**config.mk**
```make
export PLATFORM = sky130hd
export DESIGN_NAME = qra_ctrl
export DESIGN_NICKNAME = d
export VERILOG_FILES = /design/src/hdl/qra_pkg.sv /design/src/hdl/qra_ctrl.sv
export SDC_FILE = /design/constraint.sdc
export NUM_CORES = 1
export LEC_CHECK = 0
export ABC_AREA = 1
export BUFFER_PORTS_ARGS = -buffer_cell sky130_fd_sc_hd__buf_4
export CAP_MARGIN = 20
export CORE_AREA = 2 2 39 41
export CTS_BUF_LIST = sky130_fd_sc_hd__clkbuf_8
export CTS_CLUSTER_DIAMETER = 50
export DETAILED_ROUTE_END_ITERATION = 6
export DIE_AREA = 0 0 41 43
export HOLD_SLACK_MARGIN = 0.12
export SLEW_MARGIN = 20
export SYNTH_ARGS = -nofsm -noshare
export SYNTH_HDL_FRONTEND = slang
export SYNTH_SLANG_ARGS = --single-unit
```
**constraint.sdc**
```tcl
create_clock -name clk_i -period 3.2 [get_ports clk_i]
set_input_delay 0.32 -clock clk_i [delete_from_list [all_inputs] [get_ports clk_i]]
set_output_delay 0.32 -clock clk_i [all_outputs]
set_load 0.005 [all_outputs]
```
**src/hdl/qra_pkg.sv**
```systemverilog
package qra_pkg;

  typedef enum logic [2:0] {
    ST_OK      = 3'd0,
    ST_INVALID = 3'd1,
    ST_DROPPED = 3'd2,
    ST_TIMEOUT = 3'd3,
    ST_NOBLOCK = 3'd4,
    ST_EMPTY   = 3'd5
  } status_e;

  localparam logic [1:0] TC_RT = 2'd0;
  localparam logic [1:0] TC_HT = 2'd1;
  localparam logic [1:0] TC_HR = 2'd2;
  localparam logic [1:0] TC_BE = 2'd3;

  localparam logic OP_ENQUEUE = 1'b0;
  localparam logic OP_CONSUME = 1'b1;

  // Width of the slice of the free map examined per scan cycle.
  localparam int unsigned ScanChunk = 32;

  typedef enum logic [2:0] {
    S_IDLE,
    S_LOOK,
    S_POP,
    S_DROP,
    S_SCAN,
    S_WRITE,
    S_RESP
  } state_e;

  typedef enum logic [2:0] {
    DP_NONE,
    DP_LATCH,
    DP_STATIC,
    DP_POP,
    DP_DROP,
    DP_SCAN,
    DP_WRITE,
    DP_EMIT
  } dp_op_e;

  typedef struct packed {
    dp_op_e  op;
    logic    set_status;
    status_e code;
  } dp_cmd_t;

  typedef struct packed {
    logic       bad;
    logic       too_long;
    logic       consume;
    logic       empty;
    logic       static_ok;
    logic       static_after;
    logic [1:0] tclass;
    logic       found;
    logic       scan_last;
    logic       out_free;
  } dp_sts_t;

endpackage

```
**src/hdl/qra_ctrl.sv**
```systemverilog
module qra_ctrl (
  input  logic              clk_i,
  input  logic              rst_ni,
  input  logic              in_valid_i,
  output logic              in_ready_o,
  input  qra_pkg::dp_sts_t  sts_i,
  output qra_pkg::dp_cmd_t  cmd_o
);
  import qra_pkg::*;

  state_e state_q, state_d;

  always_ff @(posedge clk_i or negedge rst_ni) begin
    if (!rst_ni) begin
      state_q <= S_IDLE;
    end else begin
      state_q <= state_d;
    end
  end

  always_comb begin
    state_d         = state_q;
    cmd_o           = '{op: DP_NONE, set_status: 1'b0, code: ST_OK};
    in_ready_o      = 1'b0;
    unique case (state_q)
      S_IDLE: begin
        in_ready_o = 1'b1;
        if (in_valid_i) begin
          cmd_o.op = DP_LATCH;
          state_d  = S_LOOK;
        end
      end
      S_LOOK: begin
        priority if (sts_i.bad || (!sts_i.consume && sts_i.too_long)) begin
          cmd_o.set_status = 1'b1;
          cmd_o.code       = ST_INVALID;
          state_d          = S_RESP;
        end else if (sts_i.consume) begin
          if (sts_i.empty) begin
            cmd_o.set_status = 1'b1;
            cmd_o.code       = ST_EMPTY;
            state_d          = S_RESP;
          end else begin
            state_d = S_POP;
          end
        end else if (sts_i.static_ok) begin
          cmd_o.op = DP_STATIC;
          state_d  = S_WRITE;
        end else begin
          unique case (sts_i.tclass)
            TC_RT: state_d = S_DROP;
            TC_HT, TC_HR: state_d = S_SCAN;
            TC_BE: begin
              cmd_o.set_status = 1'b1;
              cmd_o.code       = ST_DROPPED;
              state_d          = S_RESP;
            end
          endcase
        end
      end
      S_POP: begin
        cmd_o.op = DP_POP;
        state_d  = S_RESP;
      end
      S_DROP: begin
        cmd_o.op = DP_DROP;
        state_d  = sts_i.static_after ? S_WRITE : S_SCAN;
      end
      S_SCAN: begin
        cmd_o.op = DP_SCAN;
        if (sts_i.found) begin
          state_d = S_WRITE;
        end else if (sts_i.scan_last) begin
          cmd_o.set_status = 1'b1;
          cmd_o.code       = (sts_i.tclass == TC_HR) ? ST_TIMEOUT :
                             (sts_i.tclass == TC_RT) ? ST_NOBLOCK : ST_DROPPED;
          state_d          = S_RESP;
        end
      end
      S_WRITE: begin
        cmd_o.op = DP_WRITE;
        state_d  = S_RESP;
      end
      S_RESP: begin
        if (sts_i.out_free) begin
          cmd_o.op = DP_EMIT;
          state_d  = S_IDLE;
        end
      end
      default: state_d = S_IDLE;
    endcase
  end

endmodule

```
Yosys cells after proc, flatten, opt, wreduce, memory -nomap -nowiden
Cells that the tools add are included.
- output and inout bits: 8
- bits in registers: 3
- input bits: 14
- logic and storage cells: 49
- muxes and demuxes: 28
- equal/unequal tests: 12
- reduce and logical (&&, ||, !) cells: 8
- operators with widths (operator ; count):
    two-way mux 3 bit ; 11
    two-way mux 4 bit ; 7
    one-hot mux 3 bit (7 select lines) ; 1
    one-hot mux 3 bit (6 select lines) ; 1
    == test 3 bit (second input constant) ; 3
    one-hot mux 3 bit (3 select lines) ; 1
    one-hot mux 4 bit (2 select lines) ; 1
    == test 3 x 2 -> 1 bit (second input constant) ; 2
    two-way mux 2 bit ; 3
    == test 2 bit (second input constant) ; 2
    != test 2 bit (second input constant) ; 2
    OR reduction 2 bit ; 2
    == test 3 x 1 -> 1 bit (second input constant) ; 1
    logical NOT 3 bit ; 1
    two-way mux 1 bit ; 3
    != test 3 bit (second input constant) ; 1
    AND reduction 3 bit ; 1
    == test 2 x 1 -> 1 bit (second input constant) ; 1
    logical NOT 2 bit ; 1
    logical AND 1 bit ; 1
    logical NOT 1 bit ; 1
    logical OR 1 bit ; 1

Longest topological paths before layout
- depth after elaboration: 7
- mapped depth: 8
- mapped depth without buffers: 7

Worst setup path after synthesis
No wires, ideal clock.
- path kind: register -> output
- start point: reg state_q[1]
- end point: out cmd_o[1] (netlist bit)
- path slack: 1799 ps
- stages on the path, launching flop included: 7
- arrival time: 1081 ps
- buffers on the path: 1
- required time: 2880 ps
- cell sequence: dfrtp_1 buf_2 nor2_2 nand2_2 nor2_2 nand2_1 o22ai_2
- RTL lines (item ; RTL line ; RTL):
    start, declared ; qra_ctrl.sv:11 ; state_e state_q, state_d;
    start signal, assigned ; qra_ctrl.sv:17 ; state_q <= state_d;
    end, declared ; qra_ctrl.sv:7 ; output qra_pkg::dp_cmd_t cmd_o

==> impl_metrics.yaml <==
cts:
  clockBufferDepth: 2
  cts_buffers: 3
  cts_resized: 0
  cts.sinks: 3
  postCtsSetupRepairBufs: 0
  postCtsHoldBufs: 1
  cts_tree: "yes"
  cts.root.buffer_cell: "clkbuf_8"
  clk_pin_slew_ns: 0.03
  h-tree-depth: 1
  clock_latency_ns: 0.22
grt:
  grt_overflow_total: 0
  grt_util_all_layers: 0.186
  grt_max_degree: 9
  antenna_found_initial: 0
  grt_pass1_wl_um: 2150
  grt_pass1_vias: 555
final_layout:
  fin_nets: 122
  synthToLayoutAreaGrowth_pct: 46.9
  final_common_cell: "buf_4"
  final_cell_mix: "buf_4 (21), nand2_1 (19), inv_1 (11)"
  multi_input_area_um2: 353
  largest_reg_flops: 3
  top_regs: "state_q (3)"
  drive_above_1_share: 0.359
  regMostFlops: "state_q"
  fin_util: 0.515
  final_cells: 119
  antenna_cells: 0
  register_area_um2: 75.1
  fill_cells: 149
synthesis:
  synth-simple-area-share: 0.546
  synth-seq-cells: 3
  syn_area_per_cell_um2: 6.22
  synth_fp_nets: 96
  synth_seq_area_share: 0.155
  synth_compound_area_frac: 0.0773
  synth.mux.area_fraction: 0
  synth.top_cell.area_share: 0.155
  yosys_warnings: 0
  syn_area_um2: 485
  synth_xor_xnor_area_share: 0
  synth_top_area_cell: "dfrtp_1"
  synthAdderAreaFrac: 0.103
  synth_cell_type_count: 21
  synth_cells: 78
  synth_area_leaders: "dfrtp_1 (15%), nand2_1 (15%), ha_1 (10%)"
  synth_top_family_by_area: "simple AND/OR/NAND/NOR gates"
setup_path:
  cp.required_ns: 2.88
  arrival_ns: 1.53
  crit_path_max_fanout: 8
  crit_top_cell: "nor2_2"
  crit_slowest_cell: "dfrtp_1"
  end_kind: "output pin"
  crit_buf_inv: 1
  critical_path.top_delay_family: "simple AND/OR/NAND/NOR gates"
  crit_chain: "nor2_2, nand2_2, nor2_2, nand2_1, o22ai_2, buf_4"
  cpPeakStageDelay_ns: 0.49
  crit_path_start_kind: "flip-flop"
  path_class: "flip-flop to output pin"
floorplanning:
  die-height_um: 43
  start_util: 0.351
  core_region_area_um2: 1380
  io_pins: 22
  rows: 14
  fp.dieW_um: 41
  fp.dieArea_um2: 1760
detailed_routing:
  wire_per_inst_um: 10.1
  drtIter0Drc: 5
  antenna_left: 0
  drt-vias-per-instance: 4.71
  met1_length_um: 520
  firstDrtPassIters: 4
  top_layer_used: "met4"
  routed_wl_um: 1210
  dr_wl_met3_um: 64
  met2_length_um: 579
  route.detailed.drc: 0
  via_count: 561
timing:
  finalMaxSlewViolations: 0
  setup_tns_ns: 0
  hold_viol: 0
  min_period_over_period: 0.579
  worstMarginPinSlew_ns: 0.363
  rsz0062_at_grt: "no"
  slew_headroom: 0.758
  post-route-min-period_ns: 1.85
  setup_viol: 0
  fin_skew_ns: 0.00182
  fmax_mhz: 539
power_and_ir_drop:
  switchingPower_mw: 0.240
  p_int_mw: 0.295
  combPwrFrac: 0.600
  power_frac_clock: 0.201
  peakVddDrop_mv: 0.250
  p_seq_frac: 0.198
  powerDensity_nw_per_um2: 751
  switching_share: 0.449
  leakagePower_nw: 0.415
placed_design:
  dpl.hpwl_um: 971
  place_inst: 114
  io_buffers: 21
  place_congestion: 0.773
run_status:
  status: "finished, final reports clean"
flow_run:
  maxCapViolations: 0
hold_path:
  hold_path_class: "input port to flip-flop"
[worst paths after layout]
| path | from | to | slack (ns) | cells past startpoint |
|---|---|---|---|---|
| worst max-delay path | state_q[1] | cmd_o[1] | 1.35 | 6 |
| worst min-delay path | sts_i[1] | state_q[2] | 0.42 | 4 |
| worst max register to register | state_q[1] | state_q[0] | 1.92 | 5 |
| worst min register to register | state_q[2] | state_q[1] | 0.77 | 2 |
| max in group asynchronous | rst_ni | state_q[2] | 2.68 | 2 |
| min in group asynchronous | rst_ni | state_q[0] | 0.43 | 2 |
[power by group through the flow]
stage          Combinational (mW)  Sequential, mW  Clock [mW]
2_1_floorplan               0.222          0.0834           0
3_3_place_gp                0.323           0.105           0
3_5_place_dp                0.323           0.106           0
4_1_cts                     0.327           0.105       0.110
5_1_grt                     0.373           0.113       0.114
6_report                    0.321           0.106       0.108
[cells in the mapped netlist, drive strengths merged]
cell type / number
nand2: 21
inv: 12
nand3: 12
nor2: 7
nand4: 5
ha: 4
o21ai: 4
dfrtp: 3
nor3: 3
clkinv: 2
a21oi: 1
and2: 1
buf: 1
o22ai: 1
or2: 1
[stage by stage]
| stage | hold slack [ns] | cell area (um2) | setup WS, ns | power (mW) |
|---|---|---|---|---|
| floorplan | 0.0244 | 485 | 1.80 | 0.305 |
| global placement | 0.110 | 658 | 1.63 | 0.429 |
| detailed placement | 0.112 | 658 | 1.59 | 0.429 |
| CTS | 0.426 | 713 | 1.35 | 0.542 |
| global route | 0.440 | 713 | 1.20 | 0.600 |
| finish | 0.424 | 713 | 1.35 | 0.535 |
[tightest hold or removal path, stage by stage]
cell     delay, ns
buf_4         0.10
nor3_2        0.05
nor2_1        0.08
nand2_1       0.05
[layout make-up]
cell class	count	share of cell area
multi-input combinational	60	0.495
timing repair buffer	22	0.235
inverter	14	0.0737
tap	16	0.0281
clock inverter	1	0.00526
clock buffer	3	0.0579
sequential	3	0.105
[metal layers]
layer  vias up  track usage
met1       237        0.221
met5         -            0
met4         0        0.160
li1        303            -
met2        17        0.263
met3         4       0.0471
[kinds of logic after synthesis]
kind of cell,count (synthesis)
and+or+nand+nor,50
adders and majority gates,4
DFF,3
AOI/OAI and AO/OA,6
buffers and inverters,15
Note: power is estimated with default switching activity, not from simulation.
